## src/hdl/kmce_pkg.sv

```systemverilog
package kmce_pkg;

  localparam int ROW_W    = 3;
  localparam int BITS_W   = 6;
  localparam int MAPCOL_W = 3;
  localparam int CODE_W   = 8;
  localparam int COL_IDX_W = 3;

  typedef enum logic [1:0] {
    ST_IDLE,
    ST_LOAD,
    ST_EMIT
  } state_t;

  typedef enum logic {
    OP_SCAN = 1'b0,
    OP_MAP  = 1'b1
  } opcode_t;

  function automatic logic [COL_IDX_W-1:0] lowest_set(input logic [BITS_W-1:0] v);
    logic [COL_IDX_W-1:0] idx;
    idx = '0;
    for (int i = BITS_W - 1; i >= 0; i--) begin
      if (v[i]) begin
        idx = COL_IDX_W'(i);
      end
    end
    return idx;
  endfunction

endpackage

```

## src/hdl/kmce_clr_ram.sv

```systemverilog
module kmce_clr_ram #(
  parameter int DEPTH  = 10,
  parameter int WIDTH  = 6,
  parameter int ADDR_W = (DEPTH > 1) ? $clog2(DEPTH) : 1
) (
  input  logic              clk,
  input  logic              rst,
  input  logic              rd_en,
  input  logic [ADDR_W-1:0] rd_addr,
  output logic [WIDTH-1:0]  rd_data,
  input  logic              wr_en,
  input  logic [ADDR_W-1:0] wr_addr,
  input  logic [WIDTH-1:0]  wr_data
);

  logic [WIDTH-1:0] mem [DEPTH];
  logic [DEPTH-1:0] valid;
  logic [WIDTH-1:0] rd_q;
  logic             rd_ok;

  always_ff @(posedge clk) begin
    if (wr_en) begin
      mem[wr_addr] <= wr_data;
    end
    if (rd_en) begin
      rd_q <= mem[rd_addr];
    end
  end

  // entries never written since reset read as zero
  always_ff @(posedge clk) begin
    if (rst) begin
      valid <= '0;
      rd_ok <= 1'b0;
    end else begin
      if (wr_en) begin
        valid[wr_addr] <= 1'b1;
      end
      if (rd_en) begin
        rd_ok <= valid[rd_addr];
      end
    end
  end

  assign rd_data = rd_ok ? rd_q : '0;

  a_no_collision: assert property (@(posedge clk) disable iff (rst)
    !(rd_en && wr_en && (rd_addr == wr_addr)))
    else $error("read and write of the same entry in one cycle");

  a_wr_in_range: assert property (@(posedge clk) disable iff (rst)
    wr_en |-> (32'(wr_addr) < DEPTH))
    else $error("write address beyond depth");

  a_rd_in_range: assert property (@(posedge clk) disable iff (rst)
    rd_en |-> (32'(rd_addr) < DEPTH))
    else $error("read address beyond depth");

endmodule

```

## src/hdl/key_matrix_change_encoder.sv

```systemverilog
// Key matrix change encoder for a split keyboard.
// s_* channel: one word per scanned row (s_tuser = 0) or per keymap write
// (s_tuser = 1). A scan word is compared with the stored bits of its row;
// every changed column, lowest first, yields one m_* word carrying the mapped
// key code and the new key level (m_tuser, 1 = down); m_tlast marks the final
// word of that scan. A scan with no change, and any keymap write, yields none.
// Words whose half, row or keymap column is out of range are dropped.
// Timing: a keymap write is done at its handshake and leaves s_tready high. A scan
// first reads the previous row state, then issues one keymap read per event,
// pipelined one per cycle through the output register while m_tready does not
// stall it. The first result word passes the row read, the keymap read and the
// output register; s_tready comes back in the cycle after the last result word is loaded.
// Reset: row states and keymap read as zero (all keys up, all codes zero)
// through per-entry valid flags, so there is no clearing pass and words are
// taken right after reset.
// Stall: while m_tready is low the result word holds and event emission waits
// on the pending keymap read; no word is lost.
module key_matrix_change_encoder
  import kmce_pkg::*;
#(
  parameter int ROW_COUNT    = 5,
  parameter int COLUMN_COUNT = 6,
  parameter int HALF_COUNT   = 2
) (
  input  logic        clk,
  input  logic        rst,
  input  logic        s_tvalid,
  output logic        s_tready,
  input  logic [23:0] s_tdata,  // half, row[2:0], column_bits[5:0], map_column[2:0], map_code[7:0]
  input  logic        s_tuser,  // opcode
  output logic        m_tvalid,
  input  logic        m_tready,
  output logic [7:0]  m_tdata,  // key_code[7:0]
  output logic        m_tuser,  // pressed
  output logic        m_tlast
);

  localparam int ROW_SLOTS = HALF_COUNT * ROW_COUNT;
  localparam int KEY_SLOTS = ROW_SLOTS * COLUMN_COUNT;
  localparam int SLOT_W    = (ROW_SLOTS > 1) ? $clog2(ROW_SLOTS) : 1;
  localparam int KEY_W     = (KEY_SLOTS > 1) ? $clog2(KEY_SLOTS) : 1;
  localparam int NCOL      = (COLUMN_COUNT < BITS_W) ? COLUMN_COUNT : BITS_W;
  localparam logic [BITS_W-1:0] COL_MASK = BITS_W'((1 << NCOL) - 1);

  logic                in_half;
  logic [ROW_W-1:0]    in_row;
  logic [BITS_W-1:0]   in_bits;
  logic [MAPCOL_W-1:0] in_mcol;
  logic [CODE_W-1:0]   in_code;
  opcode_t             in_op;
  logic                in_ok;
  logic [SLOT_W-1:0]   in_slot;
  logic                accept;
  logic                scan_go;

  state_t              state;
  state_t              state_next;
  logic [SLOT_W-1:0]   slot;
  logic [BITS_W-1:0]   cur_bits;
  logic [BITS_W-1:0]   diff;
  logic [BITS_W-1:0]   diff_next;
  logic                pend_pressed;
  logic                pend_last;

  logic [BITS_W-1:0]    row_rd;
  logic [BITS_W-1:0]    diff_c;
  logic [BITS_W-1:0]    src;
  logic [BITS_W-1:0]    rest;
  logic [COL_IDX_W-1:0] col;
  logic                 issue;
  logic                 load_out;
  logic                 key_we;
  logic [KEY_W-1:0]     key_waddr;
  logic [KEY_W-1:0]     key_raddr;
  logic [CODE_W-1:0]    key_rd;

  logic [CODE_W-1:0]    out_code;
  logic                 out_pressed;
  logic                 out_last;

  assign in_half = s_tdata[0];
  assign in_row  = s_tdata[3:1];
  assign in_bits = s_tdata[9:4];
  assign in_mcol = s_tdata[12:10];
  assign in_code = s_tdata[20:13];
  assign in_op   = opcode_t'(s_tuser);

  assign in_ok   = (32'(in_half) < HALF_COUNT) && (32'(in_row) < ROW_COUNT);
  assign in_slot = SLOT_W'(32'(in_half) * ROW_COUNT + 32'(in_row));

  assign s_tready = (state == ST_IDLE);
  assign accept   = s_tvalid && s_tready;
  assign scan_go  = accept && (in_op == OP_SCAN) && in_ok;

  assign key_we    = accept && (in_op == OP_MAP) && in_ok && (32'(in_mcol) < COLUMN_COUNT);
  assign key_waddr = KEY_W'(32'(in_slot) * COLUMN_COUNT + 32'(in_mcol));

  kmce_clr_ram #(
    .DEPTH (ROW_SLOTS),
    .WIDTH (BITS_W)
  ) u_rows (
    .clk     (clk),
    .rst     (rst),
    .rd_en   (scan_go),
    .rd_addr (in_slot),
    .rd_data (row_rd),
    .wr_en   (state == ST_LOAD),
    .wr_addr (slot),
    .wr_data (cur_bits)
  );

  kmce_clr_ram #(
    .DEPTH (KEY_SLOTS),
    .WIDTH (CODE_W)
  ) u_keymap (
    .clk     (clk),
    .rst     (rst),
    .rd_en   (issue),
    .rd_addr (key_raddr),
    .rd_data (key_rd),
    .wr_en   (key_we),
    .wr_addr (key_waddr),
    .wr_data (in_code)
  );

  assign diff_c    = (row_rd ^ cur_bits) & COL_MASK;
  assign src       = (state == ST_LOAD) ? diff_c : diff;
  assign col       = lowest_set(src);
  assign rest      = src & ~(BITS_W'(1) << col);
  assign key_raddr = KEY_W'(32'(slot) * COLUMN_COUNT + 32'(col));
  assign load_out  = (state == ST_EMIT) && (!m_tvalid || m_tready);

  always_comb begin
    state_next = state;
    diff_next  = diff;
    issue      = 1'b0;
    unique case (state)
      ST_IDLE: begin
        if (scan_go) begin
          state_next = ST_LOAD;
        end
      end
      ST_LOAD: begin
        if (src != '0) begin
          issue      = 1'b1;
          diff_next  = rest;
          state_next = ST_EMIT;
        end else begin
          state_next = ST_IDLE;
        end
      end
      ST_EMIT: begin
        if (load_out) begin
          if (pend_last) begin
            state_next = ST_IDLE;
          end else begin
            issue     = 1'b1;
            diff_next = rest;
          end
        end
      end
      default: begin
        state_next = ST_IDLE;
        diff_next  = '0;
      end
    endcase
  end

  always_ff @(posedge clk) begin
    if (rst) begin
      state    <= ST_IDLE;
      diff     <= '0;
      m_tvalid <= 1'b0;
    end else begin
      state <= state_next;
      diff  <= diff_next;
      if (load_out) begin
        m_tvalid <= 1'b1;
      end else if (m_tready) begin
        m_tvalid <= 1'b0;
      end
    end
  end

  always_ff @(posedge clk) begin
    if (scan_go) begin
      slot     <= in_slot;
      cur_bits <= in_bits & COL_MASK;
    end
    if (issue) begin
      pend_pressed <= cur_bits[col];
      pend_last    <= (rest == '0);
    end
    if (load_out) begin
      out_code    <= key_rd;
      out_pressed <= pend_pressed;
      out_last    <= pend_last;
    end
  end

  assign m_tdata = out_code;
  assign m_tuser = out_pressed;
  assign m_tlast = out_last;

  a_diff_idle: assert property (@(posedge clk) disable iff (rst)
    (state != ST_EMIT) |-> (diff == '0))
    else $error("pending changes outside emission");

  a_scan_load: assert property (@(posedge clk) disable iff (rst)
    scan_go |=> (state == ST_LOAD))
    else $error("scan word did not start a row read");

  a_last_done: assert property (@(posedge clk) disable iff (rst)
    (load_out && pend_last) |=> (state == ST_IDLE) && m_tvalid && m_tlast)
    else $error("final event did not close the scan");

  a_more_events: assert property (@(posedge clk) disable iff (rst)
    (load_out && !pend_last) |=> (state == ST_EMIT) && m_tvalid && !m_tlast)
    else $error("emission stopped before the final event");

endmodule

```

## config.mk

```make
export PLATFORM = sky130hd
export DESIGN_NAME = key_matrix_change_encoder
export DESIGN_NICKNAME = d
export VERILOG_FILES = /design/src/hdl/kmce_pkg.sv /design/src/hdl/kmce_clr_ram.sv /design/src/hdl/key_matrix_change_encoder.sv
export SDC_FILE = /design/constraint.sdc
export NUM_CORES = 1
export LEC_CHECK = 0
export BUFFER_PORTS_ARGS = -buffer_cell sky130_fd_sc_hd__clkbuf_2
export CAP_MARGIN = 20
export CORE_MARGIN = 10
export CORE_UTILIZATION = 40
export DETAILED_ROUTE_END_ITERATION = 10
export PLACE_DENSITY = 0.59
export SKIP_LAST_GASP = 1
export SLEW_MARGIN = 20
export SYNTH_ARGS = -nofsm -noshare
export SYNTH_HDL_FRONTEND = slang
export SYNTH_SLANG_ARGS = --single-unit
```

## constraint.sdc

```tcl
create_clock -name clk -period 5.5 [get_ports clk]
set_input_delay 0.55 -clock clk [delete_from_list [all_inputs] [get_ports clk]]
set_output_delay 0.55 -clock clk [all_outputs]
set_load 0.1 [all_outputs]
```

Word-level counts from Yosys, hierarchy flattened
Memory sizes are Yosys's and may differ from the RTL's. A register that Yosys moved wholly into a read port is not among the register bits.
Cells that the tools add are included.
{"block": "word_totals", "register_bits": 103, "latchBits": 0, "ram_bits": 540, "rom_bits": 0, "inputBits": 29, "output_inout_bits": 12, "word_cells": 100, "memories": 2}
{"block": "op_classes", "add_sub_neg": 3, "multipliers": 3, "n_div": 0, "order_cmp": 9, "n_eq_ne": 7, "n_shift": 1, "muxes": 37, "bitwise": 7, "reduce_logical": 17}
{"memory": "u_keymap.mem", "depth": 60, "word_bits": 8, "read_ports": 1, "rd_clocked_by_memory_dff": 1, "write_ports": 1, "line_no": "kmce_clr_ram.sv:16", "rtl": "logic [WIDTH-1:0] mem [DEPTH];"}
{"memory": "u_rows.mem", "depth": 10, "word_bits": 6, "read_ports": 1, "rd_clocked_by_memory_dff": 1, "write_ports": 1, "line_no": "kmce_clr_ram.sv:16"}
{"op": "OR 60 bit", "n": 1}
{"op": "two-way mux 6 bit", "n": 5}
{"op": "two-way mux 3 bit", "n": 6}
{"op": "case mux 6 bit (3 select lines)", "n": 1}
{"op": "less-than comparator 6 x 7 -> 1 bit, second input constant", "n": 2}
{"op": "two-way mux 1 bit", "n": 14}
{"op": "adder 6 x 3 -> 6 bit", "n": 2}
{"op": "less-than comparator 4 x 5 -> 1 bit, second input constant", "n": 2}
{"op": "multiplier 4 x 2 -> 5 bit, second input constant", "n": 2}
{"op": "OR 10 bit", "n": 1}
{"op": "logical AND 1 bit", "n": 9}
{"op": "two-way mux 2 bit", "n": 4}
{"op": "!= test 2 bit, second input constant", "n": 4}
{"op": "AND 6 bit", "n": 1}
{"op": "binary-select mux 1 bit (select 6 bit)", "n": 1}
{"op": "demux 1 bit (select 6 bit)", "n": 1}
{"op": ">= comparator 6 x 1 -> 1 bit, second input constant", "n": 1}
{"op": "zero test 6 bit", "n": 1}
{"op": "less-than comparator 3 bit, second input constant", "n": 2}
{"op": "inverter 6 bit", "n": 1}
{"op": "case mux 2 bit (3 select lines)", "n": 1}
{"op": "nonzero test 6 bit", "n": 1}
{"op": "<< shifter 1 x 3 -> 6 bit, first input constant", "n": 1}
{"op": "XOR 6 bit", "n": 1}
{"op": "other kinds (18)", "n": 19}

Logic depth before layout (Yosys ltp)
Gate-level depths: netlist of the first run.
{"block": "logic_depth", "depth_word": 15, "ltp_mapped": 19, "depth_no_buf": 17}

By module
From an unflattened synthesis of the first run, not the netlist that was laid out.
{"block": "hier_totals", "cells_unflattened": 1553, "hier_area_um2": 26534.2}
{"mod": "kmce_clr_ram (u_keymap)", "instances": 1, "cells_each": 1184, "area_per_inst_um2": 21416.8, "seq_area_each_um2": 15875.2}
{"mod": "kmce_clr_ram (u_rows)", "instances": 1, "cells_each": 182, "area_per_inst_um2": 3088.0, "seq_area_each_um2": 2202.1}
{"mod": "key_matrix_change_encoder", "instances": 1, "cells_each": 187, "area_per_inst_um2": 2029.4, "seq_area_each_um2": 840.8}

Worst setup path after synthesis of the first run
No wires, ideal clock.
{"block": "synth_timing", "path_kind": "register to register", "start": "register state[1]", "end": "register u_keymap.rd_q[6] (read register of u_keymap.mem), data pin", "setup_time_ns": 0.132, "arrival_ns": 4.333, "required_ns": 5.368, "setup_slack_ns": 1.035, "path_stages_with_launch": 19, "n_path_buf": 4, "synth_period_minus_slack_ns": 4.465, "cell_sequence": "dfxtp_1 inv_1 ha_1 buf_4 nor2_1 a31oi_2 or2_2 nor2_1 ha_1 inv_1 fa_1 xor2_1 clkbuf_1 clkbuf_1 clkbuf_1 nand2_1 a311oi_1 o21ai_1 nand2_1"}
{"block": "synth_between", "elab_chain_len": 9, "elab_cells_between_ends": 15, "cone_classes": "1 x add/sub; 2 x eq/ne; 10 x mux; 2 x reduce/logical"}
{"item": "start, declared", "line_no": "key_matrix_change_encoder.sv:56", "rtl": "state_t state;"}
{"item": "start signal, assigned", "line_no": "key_matrix_change_encoder.sv:175", "rtl": "state <= state_next;"}
{"item": "equality test 2 x 1 -> 1 bit", "line_no": "key_matrix_change_encoder.sv:127, key_matrix_change_encoder.sv:137"}
{"item": "two-way mux 6 bit", "line_no": "key_matrix_change_encoder.sv:127", "rtl": "assign src = (state == ST_LOAD) ? diff_c : diff;"}
{"item": "two-way mux 3 bit (6 in series)", "line_no": "kmce_pkg.sv:24", "rtl": "if (v[i]) begin"}
{"item": "adder 6 x 3 -> 6 bit", "line_no": "key_matrix_change_encoder.sv:130", "rtl": "assign key_raddr = KEY_W'(32'(slot) * COLUMN_COUNT + 32'(col));"}
{"item": "end, declared", "line_no": "kmce_clr_ram.sv:18", "rtl": "logic [WIDTH-1:0] rd_q;"}
Several ways; a longest one is shown, not always the timed one.
A chain may end at the register's enable or synchronous reset.

Worst setup path in the final report of the first run
{"block": "layout_timing", "start": "register state[1]", "end": "register u_keymap.rd_q[4] (read register of u_keymap.mem), data pin"}
The elaborated chain is that of the path after synthesis.

==> results_dict.tcl, run 1 <==
set metrics [dict create \
    regToRegSetupSlack_ps 710 \
    cp.required_ps 5850 \
    r2r_end "u_keymap.rd_q[4]" \
    clock_skew_ps 28.4 \
    synth_flop_cell "edfxtp_1" \
    fill_cells 5444 \
    arrival_ps 5140 \
    via_count 14525 \
    ant_nets 0 \
    cts_hold_buf 0 \
    drt_wl_total_mm 64.2 \
    rsz0062_at_grt "false" \
    status "completed" \
    hold_path_depth 1 \
    gr-total-overflow 0 \
    initial_core_util_pct 40.6 \
    grt_pass1_wl_mm 95.5 \
    synth.most_common_cell "edfxtp_1" \
    path_clk_slew_ps 60 \
    coreArea_mm2 0.0648 \
    area_delta_synth_final_pct 15.6 \
    setup_viol_count_final 0 \
    worst_setup_path_start_kind "flop" \
    final_cell_area_mm2 0.0304 \
    nets 1750 \
    synth_cells 1547 \
    dp_hpwl_mm 40.1 \
    layout-drive-gt1-share_pct 23.3 \
    synth_top_cells_by_area "edfxtp_1 66%, mux4_2 11%, dfxtp_1 6.2%, nor2_1 3.1%, mux2i_1 1.6%" \
    antenna_found_initial 1 \
    report.final.slew_viol_count 0 \
    leakage_nw 10.1 \
    htree_levels 3 \
    wl_per_cell_um 24.7 \
    syn_area_per_cell_um2 17.0 \
    hold_violations 0 \
    cts_buffers 68 \
    portBuffers 37 \
    diodes 0 \
    post_cts_resize_count 0 \
    post-place-cells 2480 \
    powerDensity_mw_per_mm2 583 \
    reg2reg_from "state[1]" \
    cts_tree "yes" \
    fmax_mhz 209 \
    viasPerCell 5.58 \
    place_congestion 0.847 \
    ir_drop_v 0.000522 \
    cts-root-buf "clkbuf_16" \
    crit_path_end_kind "flop" \
    synth_enable_flop_cells 576 \
    cts_buffer_depth 3 \
    async_flop_share_pct 0 \
    timing_worst_slew_pin_value_ps 1110 \
    grt_pass1_vias 14315 \
    clock_latency_ps 600 \
    io_pins 41 \
    synth-seq-cells 657 \
    place_area_mm2 0.0281 \
    tns_ps 0 \
    hold_path_end "cur_bits[2]" \
    grt_max_degree 82 \
    post-route-period-util_pct 87.1 \
    drt-initial-drc-count 1493 \
    die_y_um 276 \
    synth-seq-area-share_pct 71.9 \
    reg2regPathDepth 17 \
    drv_cap 0 \
    syn_nets 1602 \
    cts.sinks 657 \
    post-cts-setup-buffer-count 0 \
    min_path_type "in -> reg" \
    syn_area_mm2 0.0263 \
    stdcell_count 2601 \
    hold_start "s_tdata[6]" \
    die_area_mm2 0.0764 \
    synth_warnings 0 \
    fp.dieW_um 276 \
    critPathMaxFanout 16 \
    ys_types 67 \
    dr.pass1.iters 5 \
    synth_top_area_share_pct 65.8 \
    yosysTopAreaCell "edfxtp_1" \
    crit_type "reg -> reg" \
    ys_top_cells_by_count "576 x edfxtp_1, 214 x nor2_1, 130 x mux4_2, 108 x nand2_1, 81 x dfxtp_1" \
    drc_errors 0 \
    grt_usage_pct 16.4 \
    rows 93 \
    slew-limit-headroom_pct 25.5 \
    post-route-min-period_ps 4790 \
]
==> routing by layer <==
layer,part of all wire (%),global-route usage (%),wire (µm),vias to the layer above
li1,-,-,-,6346
met3,7.8,3.44,5000,106
met2,47,25.5,30000,535
met5,0.020,0,13,-
met1,43,22.8,27500,7536
met4,2.6,5.59,1650,2
==> where the power goes <==
group          switching (mW)  internal (mW)  total (mW)
registers              0.0410           5.56        5.60
logic                    4.45           2.98        7.44
clock network            1.88           2.82        4.70
==> cells by family after synthesis <==
kind of cell	after synthesis	share of synthesized area, %
flops	657	71.9
fa+ha+maj	26	1.35
compound gates	156	4.67
buf+inv	87	1.65
simple gates	431	7.08
mux	173	12.8
xor+xnor	17	0.566
==> cell usage in the layout, fill, tap and decap left out, drive strengths merged, types with 6 or more instances in the layout <==
master,n
inv,23
nor2,215
xor2,8
buf,108
and3,15
dfxtp,81
o21ai,17
clkbuf,125
o2111ai,11
o211ai,7
a221oi,10
nor2b,10
xnor2,9
nand4,10
o21ba,14
ha,22
a31oi,16
mux4,130
a21oi,31
bufinv,9
nand2b,7
nand3,37
clkinv,20
edfxtp,576
and2,11
nand2,109
mux2i,42
a211oi,6
==> critical path, stage by stage, from the launching register on <==
cell,delay (ps)
dfxtp_1,320
inv_1,80
ha_1,490
buf_4,310
nor2_1,80
a31oi_2,350
nor2_1,100
nand2_1,150
nor2_1,90
ha_1,310
a21oi_1,150
nor2_1,90
xnor2_1,880
nor2_1,330
o21a_1,200
a32oi_1,140
nand4_1,190
and3_1,270
==> sequential cells by signal (all words and copies together), names as in the netlist <==
register / count
u_keymap.mem: 480
u_keymap.valid: 60
u_rows.mem: 60
u_rows.valid: 10
m_tdata: 8
u_keymap.rd_q: 8
cur_bits: 6
diff: 6
u_rows.rd_q: 6
slot: 4
state: 2
m_tlast: 1
m_tuser: 1
m_tvalid: 1
pend_last: 1
pend_pressed: 1
u_keymap.rd_ok: 1
u_rows.rd_ok: 1
==> worst max path at each step <==
| stage | from | endpoint | slack [ps] | cells past startpoint |
|---|---|---|---|---|
| 3_5_place_dp | state[1] | u_keymap.rd_q[2] | 730 | 13 |
| 5_1_grt | state[1] | u_keymap.rd_q[4] | 390 | 17 |
| 2_1_floorplan | state[1] | u_keymap.rd_q[6] | 1040 | 18 |
| 6_report | state[1] | u_keymap.rd_q[4] | 710 | 17 |
| 4_1_cts | state[1] | u_keymap.rd_q[2] | 710 | 13 |
| 3_3_place_gp | state[1] | u_keymap.rd_q[1] | 790 | 13 |
==> per-stage QoR <==
stage          setup WS (ps)  hold WS [ps]  power (mW)  util, %
3_5_place_dp             725           418        13.1     43.4
2_1_floorplan           1040           400        10.7        -
6_report                 710           124        17.7     46.9
3_3_place_gp             795           405        13.1     43.4
4_1_cts                  709          93.8        17.8     46.9
5_1_grt                  393           106        18.5     46.9
==> cell type report <==
cell class	count	area [µm²]	area share [%]
flip-flops and latches	657	18900	62.2
clock inverters	32	410	1.35
inverters	21	78.8	0.259
clock buffers	89	1860	6.13
multi-input cells	803	7010	23.1
well taps	855	1070	3.52
repair buffers	144	1050	3.47
No activity file was read; power rests on OpenSTA's default activity.
==> run 2, diff against run 1 <==
- RECOVER_POWER: unset -> 25
==> run 2 against run 1 <==
The run now ends with max-capacitance violations, max-slew violations left. Final area is 0.12% lower. Final cell count is the same. Via count is 0.41% higher. Non-clock buffer count is the same. Clock power about the same. Highest routed layer unchanged. Global-route usage is the same. Wire length barely moved.
==> results_dict.tcl, run 2 (synthesis gave the netlist of run 1 again) <==
set metrics [dict create \
    antenna_found_initial 1 \
    powerDensity_mw_per_mm2 584 \
    grt_pass1_wl_mm 95.5 \
    clock_skew_ps 32.0 \
    cp.required_ps 5850 \
    clock_latency_ps 610 \
    post-cts-setup-buffer-count 0 \
    rsz0062_at_grt "false" \
    cts_hold_buf 0 \
    whs_ps 124 \
    area_delta_synth_final_pct 15.4 \
    cts-root-buf "clkbuf_16" \
    drt-initial-drc-count 1513 \
    dpl_worst_slack_ps 725 \
    wl_per_cell_um 24.7 \
    setup_ws_ps 661 \
    setup_viol_count_final 0 \
    htree_levels 3 \
    crit_path_end_kind "flop" \
    drt_wl_total_mm 64.2 \
    via_count 14584 \
    coreArea_mm2 0.0648 \
    drc_errors 0 \
    arrival_ps 5190 \
    grt_usage_pct 16.4 \
    cts_buffer_depth 3 \
    cts_tree "yes" \
    status "finished, violations left" \
    post-route-period-util_pct 88.0 \
    cts_buffers 68 \
    nets 1750 \
    critPathMaxFanout 16 \
    layout-drive-gt1-share_pct 22.7 \
    grt_max_degree 82 \
    post-route-min-period_ps 4840 \
    initial_core_util_pct 40.6 \
    fmax_mhz 207 \
    fill_cells 5447 \
    diodes 0 \
    die_area_mm2 0.0764 \
    grt_pass1_vias 14315 \
    gr-total-overflow 0 \
    final_cell_mix "576 x edfxtp_1, 214 x nor2_1, 130 x mux4_2, 108 x nand2_1, 94 x buf_4" \
    timing_worst_slew_pin_value_ps 2940 \
    mostFrequentLayoutCell "edfxtp_1" \
    dp_hpwl_mm 40.1 \
    path_clk_slew_ps 60 \
    portBuffers 37 \
    ir_drop_v 0.000524 \
    worst_setup_path_start_kind "flop" \
    cts.sinks 657 \
    ant_nets 0 \
    leakage_nw 10.1 \
    drv_cap 7 \
    largest_register_ff_count 480 \
    place_congestion 0.847 \
    tns_ps 0 \
    post_cts_resize_count 0 \
    min_path_type "in -> reg" \
    top_register "u_keymap.mem" \
    io_pins 41 \
    fin_total_pwr_mw 17.7 \
    largestRegisters "u_keymap.mem (480), u_keymap.valid (60), u_rows.mem (60)" \
    crit_type "reg -> reg" \
    hold_violations 0 \
    report.final.slew_viol_count 427 \
    dr.pass1.iters 5 \
    fp.dieW_um 276 \
    viasPerCell 5.61 \
    rows 93 \
    violations "max-capacitance violations, max-slew violations" \
    die_y_um 276 \
    slew-limit-headroom_pct -96.1 \
]
[run 2: report_power, final]
group	total (mW)	switching [mW]	internal (mW)
registers	5.60	0.0411	5.56
logic	7.43	4.45	2.98
clock network	4.69	1.88	2.82
total	17.7	6.36	11.4
[run 2: worst paths after layout]
| path | start | endpoint | slack [ps] | cells after the start |
|---|---|---|---|---|
| worst max-delay path | state[1] | u_keymap.rd_q[4] | 660 | 17 |
| worst min-delay path | s_tdata[6] | cur_bits[2] | 120 | 1 |
| worst max register to register | state[1] | u_keymap.rd_q[4] | 660 | 17 |
| worst min register to register | pend_pressed | m_tuser | 430 | 0 |
[run 2: final cells by class]
class | instances | area (µm²) | share of cell area, %
clock buffer | 89 | 1860 | 6.14
clock inverter | 32 | 410 | 1.35
inverter | 21 | 78.8 | 0.260
multi-input combinational | 803 | 7010 | 23.1
sequential | 657 | 18900 | 62.3
tap | 855 | 1070 | 3.52
timing repair buffer | 144 | 1020 | 3.35
[run 2: routing by layer]
| metal | vias to the layer above | routed length [µm] | track usage (%) |
|---|---|---|---|
| li1 | 6351 | - | - |
| met1 | 7553 | 27400 | 22.8 |
| met2 | 566 | 29900 | 25.5 |
| met3 | 112 | 5100 | 3.44 |
| met4 | 2 | 1710 | 5.59 |
| met5 | - | 7 | 0 |
[run 2: stage by stage]
step	std cells	area, µm²	utilization, %
global route	2601	30400	46.9
floorplan	1547	26300	-
CTS	2601	30400	46.9
detailed placement	2480	28100	43.4
global placement	2480	28100	43.4
finish	2601	30400	46.9
[run 2: worst max-delay path, cell delays in order (launching register included)]
cell	delay, ps
dfxtp_1	320
inv_1	80
ha_1	490
buf_4	310
nor2_1	80
a31oi_2	350
nor2_1	100
nand2_1	150
nor2_1	90
ha_1	310
a21oi_1	150
nor2_1	90
xnor2_1	910
nor2_1	320
o21a_1	200
a32oi_1	140
nand4_1	200
and3_1	280
==> run 3, diff against run 2 <==
- ABC_AREA: unset -> 1
==> run 3 against run 2 <==
The run still ends with max-capacitance violations, max-slew violations left. Critical path depth grew 5. Power up 0.56%. Register-to-register slack improved by 180 ps. Final area rose by 0.96%. Combinational power is 3.5% higher. Via count is 23% higher. Critical endpoint is now u_keymap.rd_ok.
==> results_dict.tcl, run 3 <==
set metrics [dict create \
    status "finished, violations left" \
    violations "max-capacitance violations, max-slew violations" \
    dr_wl_met3_mm 4.69 \
    place_area_mm2 0.0285 \
    syn_area_per_cell_um2 11.5 \
    clock_skew_ps 22.7 \
    grt_usage_pct 17.6 \
    die_y_um 281 \
    fmax_mhz 215 \
    synth.most_common_cell "edfxtp_1" \
    grt_pass1_vias 17453 \
    area_delta_synth_final_pct 12.6 \
    topRoutingLayerUsed "met4" \
    setup_viol_count_final 0 \
    viasPerCell 5.37 \
    yosysTopAreaCell "edfxtp_1" \
    fp.dieW_um 281 \
    top_register "u_keymap.mem" \
    synth_top_area_share_pct 63.5 \
    mostFrequentLayoutCell "edfxtp_1" \
    initial_core_util_pct 40.5 \
    via_count 17951 \
    wl_per_cell_um 21.0 \
    slew-limit-headroom_pct -114 \
    syn_area_mm2 0.0272 \
    nets 2468 \
    die_area_mm2 0.0789 \
    critical_path.slowest_cell "nor2_1" \
    crit_chain "inv_1 > ha_1 > inv_2 > mux2i_4 > nand2_1 > nor2_1 > nand2_1 > fa_1 > nand2_1 > inv_1 > nor2_1 > inv_1 > nor2_1 > buf_4 > inv_1 > a21oi_1 > nor2_1 > nand2_1 > nand3_1 > nand3_1 > nand2_1 > inv_1" \
    worst_setup_path_start_kind "flop" \
    portBuffers 37 \
    synth_flop_cell "edfxtp_1" \
    report.final.slew_viol_count 427 \
    synth_cells 2377 \
    drc_errors 0 \
    dr.pass1.iters 5 \
    drt_wl_total_mm 70.2 \
    cp_top_family "simple AND/OR/NAND/NOR gates" \
    min_path_type "in -> reg" \
    synth-seq-cells 657 \
    syn_nets 2432 \
    grt_max_degree 87 \
    ant_nets 0 \
    largestRegisters "u_keymap.mem (480), u_keymap.valid (60), u_rows.mem (60)" \
    gr-total-overflow 0 \
    htree_levels 3 \
    post-route-min-period_ps 4650 \
    cts.sinks 657 \
    largest_register_ff_count 480 \
    final_cell_mix "576 x edfxtp_1, 412 x nor2_1, 285 x nand2_1, 214 x nand3_1, 199 x o21ai_0" \
    crit_path_end_kind "flop" \
    grt_pass1_wl_mm 106 \
    ys_top_cells_by_count "576 x edfxtp_1, 413 x nor2_1, 285 x nand2_1, 214 x nand3_1, 199 x o21ai_0" \
    r2r_end "u_keymap.rd_ok" \
    place_congestion 0.888 \
    crit_type "reg -> reg" \
    hold_violations 0 \
    antenna_found_initial 1 \
    ys_types 43 \
    post-cts-setup-buffer-count 0 \
    synth_enable_flop_cells 576 \
    synth_top_cells_by_area "edfxtp_1 64%, dfxtp_1 6.0%, nor2_1 5.7%, nand3_1 3.9%, nand2_1 3.9%" \
    ir_drop_v 0.000371 \
    arrival_ps 5210 \
    rows 95 \
    path_clk_slew_ps 60 \
    post_cts_resize_count 0 \
    coreArea_mm2 0.0673 \
    critPathMaxFanout 24 \
    drv_cap 7 \
    crit_path_max_incr_delay_ps 500 \
    routed-wl-met2_mm 33.2 \
    cts_buffer_depth 3 \
    cp.required_ps 6060 \
    reg2reg_from "state[1]" \
    cts_tree "yes" \
    rsz0062_at_grt "false" \
    drt-initial-drc-count 1934 \
    powerDensity_mw_per_mm2 581 \
    stdcell_count 3340 \
    met1Wirelength_mm 30.3 \
    dp_hpwl_mm 40.6 \
    regToRegSetupSlack_ps 850 \
    critical_path_depth 22 \
    leakage_nw 10.7 \
    endpoint "u_keymap.rd_ok" \
    clock_latency_ps 610 \
    reg2regPathDepth 22 \
    synth_warnings 0 \
    timing_worst_slew_pin_value_ps 3200 \
    tns_ps 0 \
    crit_buf_inv 7 \
    fin_total_pwr_mw 17.8 \
    cts-root-buf "clkbuf_16" \
    cts_hold_buf 0 \
    final_cell_area_mm2 0.0307 \
    async_flop_share_pct 0 \
    io_pins 41 \
    crit_start "state[1]" \
    synth-seq-area-share_pct 69.5 \
    post-place-cells 3214 \
    post-route-period-util_pct 84.6 \
    layout-drive-gt1-share_pct 8.52 \
    cts_buffers 70 \
]
## run 3: cell families (layout without fill, tap and decap cells)
group | after synthesis | in the layout | share of synthesized area, %
and+or+nand+nor | 951 | 951 | 14.6
other | 0 | 1 | 0
DFF | 657 | 657 | 69.5
xor gates and xnor gates | 13 | 13 | 0.418
muxes | 8 | 8 | 0.340
adders and majority gates | 26 | 26 | 1.30
buffers and inverters | 276 | 365 | 4.24
AOI/OAI and AO/OA | 446 | 446 | 9.67
## run 3: per-stage QoR
step	utilization (%)	setup WS, ps	hold slack [ps]
after global routing	45.6	532	114
final	45.6	845	121
after global placement	42.4	892	405
after floorplan	-	1650	400
after detailed placement	42.4	893	407
after CTS	45.6	969	93.3
## run 3: worst reg2reg max path, cell delays in order, from the launching register on
cell     delay [ps]
dfxtp_1         350
inv_1            70
ha_1            340
inv_2           240
mux2i_4         300
nand2_1         130
nor2_1          240
nand2_1         190
fa_1            470
nand2_1          80
inv_1            40
nor2_1          500
inv_1           230
nor2_1          140
buf_4           330
inv_1           190
a21oi_1         150
nor2_1           60
nand2_1          60
nand3_1         180
nand3_1         220
nand2_1          70
inv_1            50
## run 3: layout make-up
class,instances,area (µm²)
Fill cell,6077,36600
Timing Repair Buffer,94,712
Tap cell,873,1090
Multi-Input combinational cell,1444,7200
Clock buffer,100,1990
Sequential cell,657,18900
Antenna cell,1,2.50
Clock inverter,25,201
Inverter,146,551
## run 3: how the worst min path moves through the flow
stage / startpoint / to / slack, ps / depth (start not counted)
floorplan: pend_pressed / m_tuser / 400 / 0
global placement: pend_pressed / m_tuser / 410 / 0
detailed placement: pend_pressed / m_tuser / 410 / 0
CTS: s_tdata[9] / cur_bits[5] / 90 / 1
global route: s_tdata[9] / cur_bits[5] / 110 / 1
finish: s_tdata[7] / cur_bits[3] / 120 / 1
## run 3: layer usage
metal,vias up,global-route usage [%]
li1,8428,-
met1,8815,23.7
met2,593,28.5
met3,115,2.88
met4,0,6.34
met5,-,0
## run 3: power breakdown
part / internal [mW] / switching (mW)
registers: 5.57 / 0.0479
logic: 2.12 / 5.57
clock network: 2.61 / 1.91
